`src/rtl/c_esc_pkg.sv`:
```
// Shared types, codes and helpers for the C escape decoder.
package c_esc_pkg;

    localparam int LENGTH_BITS = 16;
    localparam int CAP_W       = (LENGTH_BITS > 16) ? LENGTH_BITS : 16;
    localparam logic [CAP_W-1:0] CNT_MAX = CAP_W'((64'd1 << LENGTH_BITS) - 64'd1);

    localparam logic [7:0] CH_BSLASH = 8'h5C;
    localparam logic [7:0] CH_LF     = 8'h0A;
    localparam logic [7:0] CH_CR     = 8'h0D;
    localparam logic [7:0] CH_TAB    = 8'h09;
    localparam logic [7:0] CH_N      = 8'h6E;
    localparam logic [7:0] CH_R      = 8'h72;
    localparam logic [7:0] CH_T      = 8'h74;
    localparam logic [7:0] CH_X      = 8'h78;

    typedef logic [LENGTH_BITS-1:0] t_count;

    typedef enum logic [1:0] {
        MODE_PLAIN = 2'd0,
        MODE_ESC   = 2'd1,
        MODE_HEX1  = 2'd2,
        MODE_HEX2  = 2'd3
    } t_mode;

    typedef enum logic [1:0] {
        ST_OK        = 2'd0,
        ST_MALFORMED = 2'd1,
        ST_FULL      = 2'd2
    } t_status;

    typedef struct packed {
        logic [7:0]  out_byte;
        logic        is_summary;
        logic [15:0] length;
        t_status     status;
    } t_result;

    // bit 4 set means not a hex digit
    function automatic logic [4:0] hex_value(input logic [7:0] c);
        logic [4:0] v;
        v = 5'd16;
        if (c >= 8'h30 && c <= 8'h39) begin
            v = {1'b0, 4'(c - 8'h30)};
        end else if (c >= 8'h61 && c <= 8'h66) begin
            v = {1'b0, 4'(c - 8'h57)};
        end else if (c >= 8'h41 && c <= 8'h46) begin
            v = {1'b0, 4'(c - 8'h37)};
        end
        return v;
    endfunction

    function automatic logic [15:0] len16(input t_count c);
        logic [CAP_W-1:0] w;
        w = CAP_W'(c);
        return w[15:0];
    endfunction

endpackage

```
`src/rtl/c_esc_decode.sv`:
```
// Input beat register, per-string state and escape decode logic.
module c_esc_decode (
    input  logic                i_clk,
    input  logic                i_rst_n,
    input  logic                i_cfg_we,
    input  logic [15:0]         i_cfg_wdata,
    input  logic                i_in_load,
    input  logic [7:0]          i_in_byte,
    input  logic                i_in_eot,
    input  logic                i_out_ready,
    output logic                o_in_ready,
    output logic                o_emit,
    output c_esc_pkg::t_result  o_result
);

    logic                 r_in_valid;
    logic [7:0]           r_in_byte;
    logic                 r_in_eot;
    logic [15:0]          r_capacity;
    c_esc_pkg::t_mode     r_mode, n_mode;
    logic [3:0]           r_high, n_high;
    c_esc_pkg::t_count    r_count, n_count;
    c_esc_pkg::t_status   r_err, n_err;

    logic                 want;
    logic [7:0]           want_byte;
    logic [4:0]           hv;
    logic [c_esc_pkg::CAP_W-1:0] cap_ext, cap_eff;
    logic                 fire;
    c_esc_pkg::t_result   res;
    logic                 emit;

    assign hv      = c_esc_pkg::hex_value(r_in_byte);
    assign cap_ext = c_esc_pkg::CAP_W'(r_capacity);
    assign cap_eff = (cap_ext > c_esc_pkg::CNT_MAX) ? c_esc_pkg::CNT_MAX : cap_ext;

    always_comb begin
        n_mode    = r_mode;
        n_high    = r_high;
        n_count   = r_count;
        n_err     = r_err;
        want      = 1'b0;
        want_byte = r_in_byte;
        emit      = 1'b0;
        res       = '0;
        res.status = c_esc_pkg::ST_OK;
        if (r_in_eot) begin
            emit           = 1'b1;
            res.is_summary = 1'b1;
            res.length     = c_esc_pkg::len16(r_count);
            res.status     = (r_err == c_esc_pkg::ST_OK && r_mode != c_esc_pkg::MODE_PLAIN)
                             ? c_esc_pkg::ST_MALFORMED : r_err;
            n_mode  = c_esc_pkg::MODE_PLAIN;
            n_high  = '0;
            n_count = '0;
            n_err   = c_esc_pkg::ST_OK;
        end else if (r_err == c_esc_pkg::ST_OK) begin
            case (r_mode)
                c_esc_pkg::MODE_PLAIN: begin
                    if (r_in_byte == c_esc_pkg::CH_BSLASH) begin
                        n_mode = c_esc_pkg::MODE_ESC;
                    end else begin
                        want = 1'b1;
                    end
                end
                c_esc_pkg::MODE_ESC: begin
                    n_mode = c_esc_pkg::MODE_PLAIN;
                    case (r_in_byte)
                        c_esc_pkg::CH_BSLASH: begin
                            want = 1'b1;
                            want_byte = c_esc_pkg::CH_BSLASH;
                        end
                        c_esc_pkg::CH_N: begin
                            want = 1'b1;
                            want_byte = c_esc_pkg::CH_LF;
                        end
                        c_esc_pkg::CH_R: begin
                            want = 1'b1;
                            want_byte = c_esc_pkg::CH_CR;
                        end
                        c_esc_pkg::CH_T: begin
                            want = 1'b1;
                            want_byte = c_esc_pkg::CH_TAB;
                        end
                        c_esc_pkg::CH_X: begin
                            n_mode = c_esc_pkg::MODE_HEX1;
                        end
                        default: begin
                            n_err = c_esc_pkg::ST_MALFORMED;
                        end
                    endcase
                end
                c_esc_pkg::MODE_HEX1: begin
                    if (hv[4]) begin
                        n_mode = c_esc_pkg::MODE_PLAIN;
                        n_err  = c_esc_pkg::ST_MALFORMED;
                    end else begin
                        n_high = hv[3:0];
                        n_mode = c_esc_pkg::MODE_HEX2;
                    end
                end
                default: begin
                    n_mode = c_esc_pkg::MODE_PLAIN;
                    if (hv[4]) begin
                        n_err = c_esc_pkg::ST_MALFORMED;
                    end else begin
                        want = 1'b1;
                        want_byte = {r_high, hv[3:0]};
                    end
                end
            endcase
            if (want) begin
                if (c_esc_pkg::CAP_W'(r_count) >= cap_eff) begin
                    n_err = c_esc_pkg::ST_FULL;
                end else begin
                    emit         = 1'b1;
                    n_count      = r_count + 1'b1;
                    res.out_byte = want_byte;
                    res.length   = c_esc_pkg::len16(n_count);
                end
            end
        end
    end

    assign fire       = r_in_valid && (!emit || i_out_ready);
    assign o_in_ready = !r_in_valid || fire;
    assign o_emit     = fire && emit;
    assign o_result   = res;

    always_ff @(posedge i_clk) begin
        if (!i_rst_n) begin
            r_in_valid <= 1'b0;
            r_capacity <= 16'hFFFF;
            r_mode     <= c_esc_pkg::MODE_PLAIN;
            r_high     <= '0;
            r_count    <= '0;
            r_err      <= c_esc_pkg::ST_OK;
        end else begin
            if (i_cfg_we) begin
                r_capacity <= i_cfg_wdata;
            end
            if (i_in_load) begin
                r_in_valid <= 1'b1;
            end else if (fire) begin
                r_in_valid <= 1'b0;
            end
            if (fire) begin
                r_mode  <= n_mode;
                r_high  <= n_high;
                r_count <= n_count;
                r_err   <= n_err;
            end
        end
    end

    always_ff @(posedge i_clk) begin
        if (i_in_load) begin
            r_in_byte <= i_in_byte;
            r_in_eot  <= i_in_eot;
        end
    end

endmodule

```
`src/rtl/c_esc_out.sv`:
```
// Result register on the master side.
module c_esc_out (
    input  logic                i_clk,
    input  logic                i_rst_n,
    input  logic                i_load,
    input  c_esc_pkg::t_result  i_result,
    input  logic                i_m_tready,
    output logic                o_ready,
    output logic                o_m_tvalid,
    output logic [31:0]         o_m_tdata,
    output logic                o_m_tuser
);

    logic               r_valid;
    c_esc_pkg::t_result r_result;

    assign o_ready    = !r_valid || i_m_tready;
    assign o_m_tvalid = r_valid;
    assign o_m_tdata  = {6'd0, r_result.status, r_result.length, r_result.out_byte};
    assign o_m_tuser  = r_result.is_summary;

    always_ff @(posedge i_clk) begin
        if (!i_rst_n) begin
            r_valid <= 1'b0;
        end else if (i_load) begin
            r_valid <= 1'b1;
        end else if (i_m_tready) begin
            r_valid <= 1'b0;
        end
    end

    always_ff @(posedge i_clk) begin
        if (i_load) begin
            r_result <= i_result;
        end
    end

endmodule

```
`src/rtl/c_escape_decoder_top.sv`:
```
// Top level of the C string escape decoder.
// Decodes backslash escapes in a byte stream, one source beat per clock cycle sustained
// while the master side accepts results. A beat is held in an input register, decoded
// against the per-string state and written to a result register, which a stall on the
// master side can delay; the state update loop sets the rate. tlast marks the end of a string
// (its tdata is ignored) and yields a summary beat, flagged by tuser, with the length and
// status. Capacity may only be written while the block is idle.
module c_escape_decoder_top (
    input  logic        i_clk,
    input  logic        i_rst_n,
    input  logic        i_cfg_we,
    input  logic [15:0] i_cfg_wdata,      // capacity
    input  logic        i_s_tvalid,
    output logic        o_s_tready,
    input  logic [7:0]  i_s_tdata,        // [7:0] text_byte
    input  logic        i_s_tlast,        // end_of_text
    output logic        o_m_tvalid,
    input  logic        i_m_tready,
    output logic [31:0] o_m_tdata,        // [7:0] out_byte, [23:8] length, [25:24] status
    output logic        o_m_tuser         // is_summary
);

    logic               in_load;
    logic               out_ready;
    logic               emit;
    c_esc_pkg::t_result result;

    assign in_load = i_s_tvalid && o_s_tready;

    c_esc_decode u_decode (
        .i_clk       (i_clk),
        .i_rst_n     (i_rst_n),
        .i_cfg_we    (i_cfg_we),
        .i_cfg_wdata (i_cfg_wdata),
        .i_in_load   (in_load),
        .i_in_byte   (i_s_tdata),
        .i_in_eot    (i_s_tlast),
        .i_out_ready (out_ready),
        .o_in_ready  (o_s_tready),
        .o_emit      (emit),
        .o_result    (result)
    );

    c_esc_out u_out (
        .i_clk      (i_clk),
        .i_rst_n    (i_rst_n),
        .i_load     (emit),
        .i_result   (result),
        .i_m_tready (i_m_tready),
        .o_ready    (out_ready),
        .o_m_tvalid (o_m_tvalid),
        .o_m_tdata  (o_m_tdata),
        .o_m_tuser  (o_m_tuser)
    );

endmodule

```
`config.mk`:
```
export PLATFORM = sky130hd
export DESIGN_NAME = c_escape_decoder_top
export DESIGN_NICKNAME = d
export VERILOG_FILES = /design/src/rtl/c_esc_pkg.sv /design/src/rtl/c_esc_decode.sv /design/src/rtl/c_esc_out.sv /design/src/rtl/c_escape_decoder_top.sv
export SDC_FILE = /design/constraint.sdc
export NUM_CORES = 1
export LEC_CHECK = 0
export ABC_AREA = 1
export BUFFER_PORTS_ARGS = -buffer_cell sky130_fd_sc_hd__buf_2
export CORE_MARGIN = 2
export CORE_UTILIZATION = 51
export DETAILED_ROUTE_END_ITERATION = 8
export GPL_TIMING_DRIVEN = 0
export MAX_ROUTING_LAYER = met4
export PLACE_DENSITY = 0.87
export SLEW_MARGIN = 20
export SYNTH_ARGS = -nofsm -noshare
export SYNTH_HDL_FRONTEND = slang
export SYNTH_SLANG_ARGS = --single-unit
```
`constraint.sdc`:
```
create_clock -name i_clk -period 2.5 [get_ports i_clk]
set_input_delay 0.125 -clock i_clk [delete_from_list [all_inputs] [get_ports i_clk]]
set_output_delay 0.125 -clock i_clk [all_outputs]
set_load 0.02 [all_outputs]
```
* Word-level counts from Yosys, hierarchy flattened
Cells that the tools add are included.
** Operators by class
- $add $sub $neg :: 4
- $lt $le $gt $ge :: 8
- Eq/ne operators :: 10
- Multiplexer cells :: 48
- Bitwise operators :: 3
- Reduce and logical (&&, ||, !) cells :: 30
** Operators by type and width (number)
- $mux W16 :: 9
- $eq A8 B7 Y1 const B :: 5
- $pmux W8 S4 :: 1
- $mux W2 :: 11
- $add A16 B1 Y16 const B :: 1
- $ge A16 B16 Y1 :: 1
- $ge A8 B7 Y1 const B :: 2
- $gt A16 B16 Y1 const B :: 1
- $le A8 B7 Y1 const B :: 2
- $mux W4 :: 4
- $pmux W8 S2 :: 1
- $mux W1 :: 15
- $mux W5 :: 3
- $reduce_bool A2 Y1 :: 6
- $ge A8 B6 Y1 const B :: 1
- $le A8 B6 Y1 const B :: 1
- $mux W8 :: 1
- $reduce_and A4 Y1 :: 2
- $reduce_or A4 Y1 :: 2
- $sub A4 B3 Y4 const B :: 2
- $logic_and A1 B1 Y1 :: 7
- $pmux W2 S3 :: 1
- $reduce_or A5 Y1 :: 1
- $logic_not A2 Y1 :: 2
- 13 further kinds :: 21
** Storage, ports and cells
- Register bits after elaboration :: 78
- Input port bits :: 30
- Output and inout bits :: 35
- Logic and storage cells :: 117

* Depth between registers and ports, before layout
Gate-level depths: netlist of the first run.
- Depth after elaboration :: 18
- Gate-level depth with buffers :: 17
- Gate-level depth less buffers :: 17

* Modules after synthesis
A second synthesis of the first run with hierarchy kept.
** Unflattened totals
- Cell total of the unflattened synthesis :: 527
- Area total of the unflattened synthesis :: 4275.4 µm²
** Modules (own cells, without submodules)
- c_esc_decode :: instances 1, cells each 485, area each 3362.0 µm², seq. area each 1091.0 µm²
- c_esc_out :: instances 1, cells each 40, area each 905.9 µm², seq. area each 830.8 µm²
- c_escape_decoder_top :: instances 1, cells each 2, area each 7.5 µm², seq. area each 0.0 µm²

* Worst setup path after synthesis of the first run
Ideal clock, no wire load.
- Kind :: reg2reg
- Start :: register u_decode.r_in_byte[0]
- End :: register u_out.r_result, in the netlist u_out.o_m_tdata[0] (enable)
- Library setup time :: 0.384 ns
- Arrival time :: 2.260 ns
- Required time :: 2.116 ns
- Slack :: -0.144 ns
- Stages on the path, launching flop included :: 13
- Buffers on the path :: 0
- Period minus slack after synthesis :: 2.644 ns
- Path through :: edfxtp_1 > inv_1 > ha_1 > inv_1 > nor2_1 > nand3_2 > nand3_2 > nand2_4 > nand3_4 > nand2_4 > o21bai_4 > nand3_2 > inv_1
** On the way
- Word-level cells in the longest chain between the ends :: 16
- Elaborated cells on any way between the ends :: 30
- Those cells by class :: order compare (6); eq/ne (4); mux (12); reduce/logical (8)
** Ends and longest elaborated chain
- from (decl) :: RTL line c_esc_decode.sv:17 : logic [7:0] r_in_byte;
- from (signal assigned) :: RTL line c_esc_decode.sv:158 : r_in_byte <= i_in_byte;
- $ge A8 B7 Y1 or $le A8 B7 Y1 (tied branches) :: RTL line c_esc_pkg.sv:47 : end else if (c >= 8'h41 && c <= 8'h46) begin
- $logic_and A1 B1 Y1 :: RTL line c_esc_pkg.sv:47
- $mux W5 :: RTL line c_esc_pkg.sv:47
- $mux W5 :: RTL line c_esc_pkg.sv:45 : end else if (c >= 8'h61 && c <= 8'h66) begin
- $mux W5 :: RTL line c_esc_pkg.sv:43 : if (c >= 8'h30 && c <= 8'h39) begin
- $mux W1 :: RTL line c_esc_decode.sv:104 : if (hv[4]) begin
- $pmux W1 S3 * :: RTL line c_esc_decode.sv:58 : case (r_mode)
- $mux W1 * :: RTL line c_esc_decode.sv:57 : end else if (r_err == c_esc_pkg::ST_OK) begin
- $mux W1 * :: RTL line c_esc_decode.sv:47 : if (r_in_eot) begin
- $mux W1 * :: RTL line c_esc_decode.sv:112 : if (want) begin
- $mux W1 * :: RTL line c_esc_decode.sv:57
- $mux W1 * :: RTL line c_esc_decode.sv:47
- $logic_not A1 Y1 :: RTL line c_esc_decode.sv:125 : assign fire = r_in_valid && (!emit || i_out_ready);
- $logic_or A1 B1 Y1 :: RTL line c_esc_decode.sv:125
- $logic_and A1 B1 Y1 :: RTL line c_esc_decode.sv:125
- $logic_and A1 B1 Y1 * :: RTL line c_esc_decode.sv:127 : assign o_emit = fire && emit;
- named net emit :: RTL line c_escape_decoder_top.sv:25 : logic emit;
- to (signal assigned) :: RTL line c_esc_out.sv:34 : r_result <= i_result;
- to (decl) :: RTL line c_esc_out.sv:15 : c_esc_pkg::t_result r_result;
The timed path passes the listed nets; every way through them passes the cells marked *. The select of a mux whose other input is x is not followed.
A chain may end at the register's enable or synchronous reset.

* Final worst setup path of the first run
- Start :: register u_decode.r_in_byte[0]
- End :: register u_decode.r_count[13]
** On the way
- Word-level cells in the longest chain between the ends :: 16
- Elaborated cells on any way between the ends :: 31
- Those cells by class :: order compare (6); eq/ne (4); mux (12); reduce/logical (9)
** Ends and longest elaborated chain
- $ge A8 B7 Y1 or $le A8 B7 Y1 (tied branches) :: RTL line c_esc_pkg.sv:47
- $logic_and A1 B1 Y1 :: RTL line c_esc_pkg.sv:47
- $mux W5 :: RTL line c_esc_pkg.sv:47
- $mux W5 :: RTL line c_esc_pkg.sv:45
- $mux W5 :: RTL line c_esc_pkg.sv:43
- $mux W1 :: RTL line c_esc_decode.sv:104
- $pmux W1 S3 * :: RTL line c_esc_decode.sv:58
- $mux W1 * :: RTL line c_esc_decode.sv:57
- $mux W1 * :: RTL line c_esc_decode.sv:47
- $mux W1 :: RTL line c_esc_decode.sv:112
- $mux W1 :: RTL line c_esc_decode.sv:57
- $mux W1 :: RTL line c_esc_decode.sv:47
- $logic_not A1 Y1 :: RTL line c_esc_decode.sv:125
- $logic_or A1 B1 Y1 :: RTL line c_esc_decode.sv:125
- $logic_and A1 B1 Y1 :: RTL line c_esc_decode.sv:125
- $reduce_and A4 Y1 (no line) *
- to (signal assigned) :: RTL line c_esc_decode.sv:150 : r_count <= n_count;
- to (decl) :: RTL line c_esc_decode.sv:22 : c_esc_pkg::t_count r_count, n_count;
Mark *: on every way between the ends. The rest lies on a longest branch, timed or not. The select of a mux whose other input is x is not followed.

==> results_dict.tcl, run 1 <==
set metrics [dict create \
    timing.critical_path.fanout_max 7 \
    drc_markers 0 \
    synth.distinct_cells 40 \
    cap_violations 0 \
    io_pins 65 \
    synth.yosys.warnings 0 \
    ys_top_cells_by_count "nand2_1, inv_1, o21ai_0" \
    timing.final.setup_violations 0 \
    detailed_place_hpwl_mm 7.23 \
    core.rowCount 33 \
    areaGrowthSynthToFinish_pct 26.8 \
    grt_pass1_wl_mm 17.6 \
    dpl_worst_slack_ps -508 \
    synth-async-reset-ratio 0 \
    antennaDiodeCount 0 \
    cts-buffers-inserted 9 \
    finClkSkew_ps 9.56 \
    worst_path_class_setup "register to register" \
    min-delay-path-class "input pin to register" \
    power.density_cell_area_mw_per_mm2 569 \
    synth_enable_flop_cells 36 \
    cp.required_ps 2730 \
    gp_routability_congestion 0.928 \
    average_vias_per_placed_instance 5.57 \
    nets 685 \
    period_minus_ws_final_ps 2440 \
    most_frequently_used_cell_type_in_the_post_synthesis_netlist "nand2_1" \
    worstMarginPinSlew_ps 564 \
    floorplan.initialDensity 0.518 \
    leakage_nw 2.41 \
    synth_area_mm2 0.00419 \
    setup_slack_ps 62.3 \
    floorplan.die_area_mm2 0.00897 \
    fmax_ghz 0.410 \
    finalCritPeriodShare 0.975 \
    finalCoreUtilization 0.657 \
    max_slew_margin 0.624 \
    synth_top_cell_by_area "edfxtp_1" \
    cts_tree "yes" \
    maximum_vdd_drop_mv 0.325 \
    ys.flop_type "dfxtp_1" \
    post_drt_wl_per_cell_um 14.9 \
    clock_tree_root_buffer_cell "clkbuf_8" \
    first_global_vias 3725 \
    io_buffers 58 \
    groute.usage.overall 0.262 \
    synth.top_cell.area_share 0.258 \
    cp-start-kind "register" \
    worstPathArrival_ps 2670 \
    grt_overflow_total 0 \
    path_clk_slew_ps 80 \
    synth_sequential_area_ratio 0.458 \
    drt_pre_antenna_iters 6 \
    numClockSinks 78 \
    route.final.wire_length_mm 11.1 \
    clock_insertion_delay_worst_skew_ps 350 \
    drive_above_1_share 0.213 \
    die-width_um 94.7 \
    core_region_area_mm2 0.00809 \
    drt_iter0_drc 518 \
    synth_seq_cells 78 \
    grt_max_degree 14 \
    netlist_top_cells_area "edfxtp_1, dfxtp_1, o21ai_0" \
    grt_antenna_before_repair 0 \
    largest_buffer_count_on_any_clock_path 2 \
    run_status "completed" \
    cts_max_level 3 \
    endpoint_kind "register" \
    report.final.slew_viol_count 0 \
    postSynthAreaPerCell_um2 8.08 \
    number_of_vias_after_detailed_routing 4142 \
    antenna_violating_nets_post_route 0 \
    netlist_instances 519 \
    final-hold-violation-count 0 \
    die_height_um 94.7 \
]
==> critical path, stage by stage, from the launching register on <==
cell and delay [ps]:
edfxtp_1 430, buf_4 160, ha_1 190, o21ai_1 150, nand2_1 110, nand2_4 110, nand2_4 90, nand2_4 110
nand3_4 90, nand2_4 100, o21bai_4 110, nand3_4 130, clkinvlp_4 180, buf_4 180, o21ai_1 100, a21oi_1 50
==> where the power goes <==
group / internal, W / leakage, nW / total [W] / switching (W)
Sequential: 0.00143 / 0.695 / 0.00148 / 0.0000548
Combinational: 0.000197 / 1.61 / 0.000527 / 0.000329
Clock: 0.000560 / 0.106 / 0.00102 / 0.000457
==> logic make-up (layout without fill, tap and decap cells) <==
kind of cell | count (synthesis) | in the layout | synth area share
and+or+nand+nor | 176 | 176 | 0.195
AOI/OAI and AO/OA | 148 | 148 | 0.187
buffers and inverters | 94 | 209 | 0.0940
DFF | 78 | 78 | 0.458
adders and majority gates | 21 | 21 | 0.0626
other | 1 | 6 | 0.000894
xor gates and xnor gates | 1 | 1 | 0.00209
==> flip-flops by register name, summed over array words and instances (netlist names) <==
name	cells
u_out.o_m_tvalid	1
u_decode.r_mode	2
u_out.o_m_tuser	1
u_decode.cap_ext	16
u_decode.r_in_valid	1
u_decode.r_count	16
u_decode.r_in_eot	1
u_decode.r_err	2
u_out.o_m_tdata	26
u_decode.r_in_byte	8
u_decode.r_high	4
==> through the flow <==
stage | cell area [µm²] | total power (W) | setup TNS [ps] | hold slack [ps] | instances
after floorplan | 4220 | 0.00180 | 0 | 224 | 524
after global routing | 5320 | 0.00316 | -216 | 14.8 | 744
after CTS | 5170 | 0.00299 | 0 | 7.83 | 734
final | 5320 | 0.00302 | 0 | 12.6 | 744
after global placement | 4640 | 0.00192 | -13510 | 302 | 687
after detailed placement | 4640 | 0.00194 | -15100 | 303 | 687
==> routing by layer <==
layer,global-route usage,vias up,wire (µm)
li1,-,1977,-
met2,0.401,247,5140
met4,0.0906,0,284
met3,0.0495,32,1100
met5,-,-,0
met1,0.351,1886,4590
==> path summary, 6_finish.rpt <==
kind	from	depth (start not counted)	endpoint	slack [ps]
min	i_cfg_wdata[4]	3	u_decode.cap_ext[4]	10
min reg2reg	u_decode.r_in_eot	0	u_out.o_m_tuser	460
max	u_decode.r_in_byte[0]	15	u_decode.r_count[13]	60
max reg2reg	u_decode.r_in_byte[0]	15	u_decode.r_count[13]	60
==> cells in the final DEF, fill, tap and decap left out, types with 9 or more instances in the layout <==
master	n
clkbuf_8	9
a21oi_1	62
clkbuf_1	13
o21ai_1	9
nand4_1	10
nand3_1	16
ha_1	20
buf_4	23
dfxtp_1	41
dlygate4sd3_1	22
nor2_1	46
edfxtp_1	36
inv_1	64
nand2_1	75
buf_2	58
o21ai_0	62
==> cell type report <==
type	count	area (µm²)
repair buffers	97	657
fillers	664	2770
flip-flops and latches	78	1920
clock buffers	10	128
clock inverters	6	86.3
multi-input cells	352	1980
plain buffers	23	130
inverters	71	274
repair inverters	2	15.0
well taps	105	131
==> repair_timing <==
item | 4_1_cts | 5_1_grt
hold endpoints to repair | 22 | 0
cloned | 1 | 1
hold buffers | 22 | 0
buffers inserted | 8 | 9
endpoints found under the setup margin | 69 | 69
pin swaps | 0 | 6
resized for setup | 5 | 28
Note: power is estimated with default switching activity, not from simulation.
==> run 2, diff against run 1 <==
--- a/config.mk
+++ b/config.mk
@@ -8,12 +8,13 @@
 export ABC_AREA = 1
 export BUFFER_PORTS_ARGS = -buffer_cell sky130_fd_sc_hd__buf_2
 export CORE_MARGIN = 2
-export CORE_UTILIZATION = 51
+export CORE_UTILIZATION = 52
 export DETAILED_ROUTE_END_ITERATION = 8
 export GPL_TIMING_DRIVEN = 0
 export MAX_ROUTING_LAYER = met4
-export PLACE_DENSITY = 0.87
+export PLACE_DENSITY = 0.88
 export SLEW_MARGIN = 20
 export SYNTH_ARGS = -nofsm -noshare
 export SYNTH_HDL_FRONTEND = slang
+export SYNTH_HIERARCHICAL = 1
 export SYNTH_SLANG_ARGS = --single-unit
==> results_dict.tcl, run 2 <==
set metrics [dict create \
    run_status "completed" \
    postSynthAreaPerCell_um2 8.11 \
    timing.hold.worst_path_depth 3 \
    report.final.slew_viol_count 0 \
    multi_input_area_mm2 0.00204 \
    critPathSlowestCell "edfxtp_1" \
    cp-start-kind "register" \
    core.rowCount 33 \
    cp.required_ps 2600 \
    cts-buffers-inserted 9 \
    ys.flop_type "dfxtp_1" \
    cap_violations 0 \
    detailed_place_hpwl_mm 7.46 \
    nFillCells 676 \
    gp_routability_congestion 0.976 \
    clock_tree_root_buffer_cell "clkbuf_8" \
    clock_insertion_delay_worst_skew_ps 370 \
    fmax_ghz 0.410 \
    fin_cells 743 \
    die_height_um 94.7 \
    final-hold-violation-count 0 \
    min-delay-path-class "input pin to register" \
    max_slew_margin 0.508 \
    top_layer "met4" \
    core_region_area_mm2 0.00809 \
    areaGrowthSynthToFinish_pct 25.1 \
    grt_pass1_wl_mm 16.6 \
    antennaDiodeCount 0 \
    grt_overflow_total 0 \
    largest_register_ff_count 26 \
    synth_sequential_area_ratio 0.450 \
    floorplan.die_area_mm2 0.00896 \
    nets 684 \
    post_drt_wl_per_cell_um 15.1 \
    path_clk_slew_ps 80 \
    reg2reg_setup_slack_ps 60 \
    cts_tree "yes" \
    layout.cells.most_common_list "nand2_1, inv_1, buf_2, a21oi_1, o21ai_0" \
    ys_top_cells_by_count "nand2_1, inv_1, a21oi_1" \
    number_of_vias_after_detailed_routing 4140 \
    die-width_um 94.7 \
    maximum_vdd_drop_mv 0.294 \
    drc_markers 0 \
    cts_max_level 3 \
    finClkSkew_ps 12.4 \
    drt_pre_antenna_iters 5 \
    most_common_cell_after_layout_fill_and_taps_aside "nand2_1" \
    fin_total_pwr_w 0.00307 \
    finalCritPeriodShare 0.976 \
    synth_top_cell_by_area "edfxtp_1" \
    dpl_worst_slack_ps -180 \
    drive_above_1_share 0.216 \
    dr_wl_met3_um 928 \
    grt_antenna_before_repair 0 \
    synth_area_mm2 0.00428 \
    synth_enable_flop_cells 36 \
    leakage_nw 2.37 \
    worstPathCellList "clkbuf_1, inv_1, clkbuf_1, clkbuf_1, clkbuf_2, o22ai_1" \
    io_pins 65 \
    synth-async-reset-ratio 0 \
    ff_latch_area_mm2 0.00192 \
    most_frequently_used_cell_type_in_the_post_synthesis_netlist "nand2_1" \
    antenna_violating_nets_post_route 0 \
    worstMarginPinSlew_ps 731 \
    dr_wl_met2_mm 5.17 \
    finalCoreUtilization 0.661 \
    route.layer.met1.wl_mm 4.81 \
    timing.reg2reg.worst_path_depth 6 \
    average_vias_per_placed_instance 5.57 \
    synth_seq_cells 78 \
    netlist_instances 527 \
    worst_path_class_setup "register to register" \
    netlist_top_cells_area "edfxtp_1, dfxtp_1, nand2_1" \
    critical-path-max-stage-delay_ps 450 \
    period_minus_ws_final_ps 2440 \
    worstPathArrival_ps 2540 \
    synth.top_cell.area_share 0.253 \
    synth.yosys.warnings 6 \
    cp_common_cell "clkbuf_1" \
    numClockSinks 78 \
    first_global_vias 3598 \
    placed_cells 695 \
    groute.usage.overall 0.249 \
    largest_buffer_count_on_any_clock_path 2 \
    endpoint_kind "register" \
    timing.final.setup_violations 0 \
    timing.critical_path.fanout_max 10 \
    drt_iter0_drc 384 \
    floorplan.initialDensity 0.528 \
    io_buffers 58 \
    setup_slack_ps 59.3 \
    synth.distinct_cells 42 \
    grt_max_degree 38 \
    power.density_cell_area_mw_per_mm2 575 \
    route.final.wire_length_mm 11.2 \
]
[run 2: cell types whose count changed in the layout (fill, tap and decap cells not counted), sizes merged, moves of 4 or more]
cell,change
buf,-7
nand3,+14
o21ai,-21
a21oi,-5
xor2,+4
nand2,+11
nor4,+5
o22ai,+10
nand4,-5
[run 2: metal layers]
metal  vias to the layer above  track usage
met1                      1901        0.327
met4                         0        0.110
met3                        32       0.0559
li1                       1988            -
met5                         -            -
met2                       219        0.369
[run 2: repair_timing]
item                                   in CTS  in global routing
pin swaps                                   0                  6
endpoints found under the hold margin      20                  2
setup endpoints to repair                  55                 66
cloned                                      0                  4
hold buffers                               20                  2
buffers inserted                            2                  4
gates resized for setup                     2                 25
[run 2: path summary, 6_finish.rpt]
check                    endpoint                start
min          u_decode/cap_ext[15]      i_cfg_wdata[15]
max reg2reg    u_out/o_m_tdata[9]    u_decode/r_in_eot
max            u_out/o_m_tdata[9]    u_decode/r_in_eot
min reg2reg   u_decode/cap_ext[2]  u_decode/cap_ext[2]
[run 2: final cells by class]
class / instances / share of cell area
Timing Repair Buffer: 89 / 0.117
Inverter: 72 / 0.0531
Tap cell: 105 / 0.0246
Clock buffer: 9 / 0.0232
Sequential cell: 78 / 0.360
Buffer: 23 / 0.0262
Timing Repair inverter: 1 / 0.00140
Clock inverter: 7 / 0.0136
Multi-Input combinational cell: 359 / 0.382
[run 2: report_power, final]
group / total [W] / internal [W] / switching (W)
registers: 0.00149 / 0.00143 / 0.0000604
clock network: 0.000951 / 0.000462 / 0.000488
logic: 0.000627 / 0.000236 / 0.000391
[run 2: critical path, delay by kind of cell (launching register included)]
| kind | cells | cell delay, ps |
|---|---|---|
| flip-flops | 1 | 450 |
| AO/OA/AOI/OAI | 1 | 130 |
| buffers and inverters | 5 | 1600 |
[run 2: kinds of logic (layout without fill, tap and decap cells)]
logic type	after synthesis	after routing	share of synthesized area
XOR/XNOR	5	5	0.0102
AO/OA/AOI/OAI	128	128	0.167
other	1	6	0.000877
buffers and inverters	95	201	0.0936
adder cells (fa/ha/maj)	21	21	0.0615
AND/OR/NAND/NOR	199	199	0.218
flip-flops	78	78	0.450
[run 2: stage by stage]
step,TNS [ps],instance area [µm²],hold slack (ps)
floorplan,0,4290,224
global placement,-5340,4720,302
detailed placement,-6570,4720,303
CTS,0,5130,2.68
global route,-150,5350,4.56
finish,0,5350,3.00
==> run 3, diff against run 2 <==
--- a/config.mk
+++ b/config.mk
@@ -8,13 +8,13 @@
 export ABC_AREA = 1
 export BUFFER_PORTS_ARGS = -buffer_cell sky130_fd_sc_hd__buf_2
 export CORE_MARGIN = 2
-export CORE_UTILIZATION = 52
+export CORE_UTILIZATION = 51
 export DETAILED_ROUTE_END_ITERATION = 8
 export GPL_TIMING_DRIVEN = 0
 export MAX_ROUTING_LAYER = met4
-export PLACE_DENSITY = 0.88
+export PLACE_DENSITY = 0.87
+export RECOVER_POWER = 25
 export SLEW_MARGIN = 20
 export SYNTH_ARGS = -nofsm -noshare
 export SYNTH_HDL_FRONTEND = slang
-export SYNTH_HIERARCHICAL = 1
 export SYNTH_SLANG_ARGS = --single-unit
==> results_dict.tcl, run 3 (synthesis results as in run 1) <==
set metrics [dict create \
    netSwitchingFraction 0.278 \
    hold_slack_ps 9.40 \
    worstPathArrival_ps 2670 \
    share_clk_of_total_power 0.337 \
    intPower_w 0.00218 \
    core_region_area_mm2 0.00809 \
    areaGrowthSynthToFinish_pct 26.6 \
    reg2reg_setup_slack_ps 60 \
    floorplan.die_area_mm2 0.00897 \
    grt_antenna_before_repair 0 \
    most_common_cell_after_layout_fill_and_taps_aside "nand2_1" \
    cts_tree "yes" \
    cts_max_level 3 \
    drt_iter0_drc 509 \
    cap_violations 0 \
    hold_path_end "u_decode.cap_ext[4]" \
    groute.usage.overall 0.262 \
    finClkSkew_ps 10.8 \
    r2r-start "u_decode.r_in_byte[0]" \
    grt_overflow_total 0 \
    route.final.wire_length_mm 11.1 \
    startpoint_of_the_tightest_hold_check_path "i_cfg_wdata[4]" \
    gp_routability_congestion 0.928 \
    cp_common_cell "nand2_4" \
    worstMarginPinSlew_ps 573 \
    worst_path_class_setup "register to register" \
    finalCritPeriodShare 0.975 \
    numClockSinks 78 \
    timing.hold.worst_path_depth 3 \
    report.final.slew_viol_count 0 \
    average_vias_per_placed_instance 5.55 \
    first_global_vias 3725 \
    antennaDiodeCount 0 \
    cp-start-kind "register" \
    placed_cells 687 \
    largest_register_ff_count 26 \
    path_clk_slew_ps 80 \
    grt_pass1_wl_mm 17.6 \
    power.density_cell_area_mw_per_mm2 570 \
    timing.reg2reg.worst_path_depth 15 \
    finalCoreUtilization 0.656 \
    drt_pre_antenna_iters 5 \
    drive_above_1_share 0.200 \
    worstPathCellList "buf_4, ha_1, o21ai_1, nand2_1, nand2_4, nand2_4, nand2_4, nand3_4, nand2_4, o21bai_4, nand3_4, clkinvlp_4, buf_4, o21ai_1, a21oi_1" \
    timing.critical_path.fanout_max 7 \
    detailed_place_hpwl_mm 7.23 \
    endpoint_of_the_worst_slack_reg_to_reg_timing_path "u_decode.r_count[13]" \
    drc_markers 0 \
    cp.required_ps 2740 \
    io_buffers 58 \
    leakage_nw 2.38 \
    min-delay-path-class "input pin to register" \
    clock_insertion_delay_worst_skew_ps 360 \
    fmax_ghz 0.410 \
    switching_power_w 0.000842 \
    critPathSlowestCell "edfxtp_1" \
    post_drt_wl_per_cell_um 14.9 \
    layout.cells.most_common_list "nand2_1, inv_1, o21ai_0, a21oi_1, buf_2" \
    clock_tree_root_buffer_cell "clkbuf_8" \
    timing.final.setup_violations 0 \
    final-hold-violation-count 0 \
    io_pins 65 \
    number_of_vias_after_detailed_routing 4126 \
    grt_max_degree 14 \
    endpoint_kind "register" \
    run_status "completed" \
    die_height_um 94.7 \
    max_slew_margin 0.618 \
    die-width_um 94.7 \
    antenna_violating_nets_post_route 0 \
    maximum_vdd_drop_mv 0.326 \
    period_minus_ws_final_ps 2440 \
    floorplan.initialDensity 0.518 \
    nets 685 \
    critical-path-max-stage-delay_ps 430 \
    fin_cells 744 \
    largest_buffer_count_on_any_clock_path 2 \
    cts-buffers-inserted 9 \
    share_seq_of_total_power 0.490 \
    core.rowCount 33 \
    power_frac_comb 0.174 \
]
## run 3: cell count changes in the layout (fill, tap and decap cells not counted), sizes merged, moves of 4 or more
cell,before,now
xor2,5,1
nor4,7,2
nand3,37,23
nand2,96,85
a21oi,58,63
nand4,6,11
clkbuf,21,31
o22ai,10,0
o21ai,50,71
## run 3: timing repair
item / 4_1_cts / 5_1_grt
pin swaps: 0 / 6
setup endpoints to repair: 69 / 69
setup buffers: 8 / 9
hold buffers: 22 / 0
cloned: 1 / 1
hold endpoints to repair: 22 / 0
gates resized for setup: 5 / 28
## run 3: worst max path at each step
stage | from | endpoint | slack [ps] | depth (start not counted)
2_1_floorplan | u_decode.r_in_byte[0] | u_decode.r_count[0] | 20 | 14
3_3_place_gp | u_decode.r_in_byte[0] | u_decode.r_count[1] | -450 | 14
3_5_place_dp | u_decode.r_in_byte[0] | u_decode.r_count[1] | -510 | 14
4_1_cts | u_decode.r_in_byte[0] | u_decode.r_count[1] | 30 | 15
5_1_grt | u_decode.r_in_byte[0] | u_out.o_m_tdata[14] | -20 | 13
6_report | u_decode.r_in_byte[0] | u_decode.r_count[13] | 60 | 15
## run 3: final cells by class
type,count,area [µm²]
clock inverters,6,86.3
flip-flops and latches,78,1920
well taps,105,131
fillers,669,2780
multi-input cells,352,1980
inverters,71,274
clock buffers,10,128
plain buffers,23,130
repair buffers,97,647
repair inverters,2,15.0
## run 3: metrics by stage
step	power [W]	setup slack (ps)	TNS, ps	instance area (µm²)
floorplan	0.00180	15.1	0	4220
global placement	0.00192	-447	-13510	4640
detailed placement	0.00194	-508	-15100	4640
CTS	0.00299	28.3	0	5170
global route	0.00316	-18.8	-216	5310
finish	0.00302	62.5	0	5310
## run 3: routing by layer
metal / up-vias / routed length [µm] / GRT usage
met5: - / 0 / -
met4: 0 / 316 / 0.0906
met3: 39 / 996 / 0.0495
met2: 241 / 5120 / 0.401
met1: 1868 / 4690 / 0.351
li1: 1978 / - / -
## run 3: worst max-delay path, delay by kind of cell (launching register included)
family,cells,cell delay (ps)
buf+inv,3,520
fa+ha+maj,1,190
simple gates,7,740
compound gates,4,420
flops,1,430
## run 3: power by group through the flow
stage	clock network (W)	logic [W]	registers [W]
global placement	0	0.000418	0.00151
floorplan	0	0.000272	0.00153
finish	0.00102	0.000525	0.00148
global route	0.00109	0.000577	0.00149
detailed placement	0	0.000434	0.00151
CTS	0.00103	0.000490	0.00148
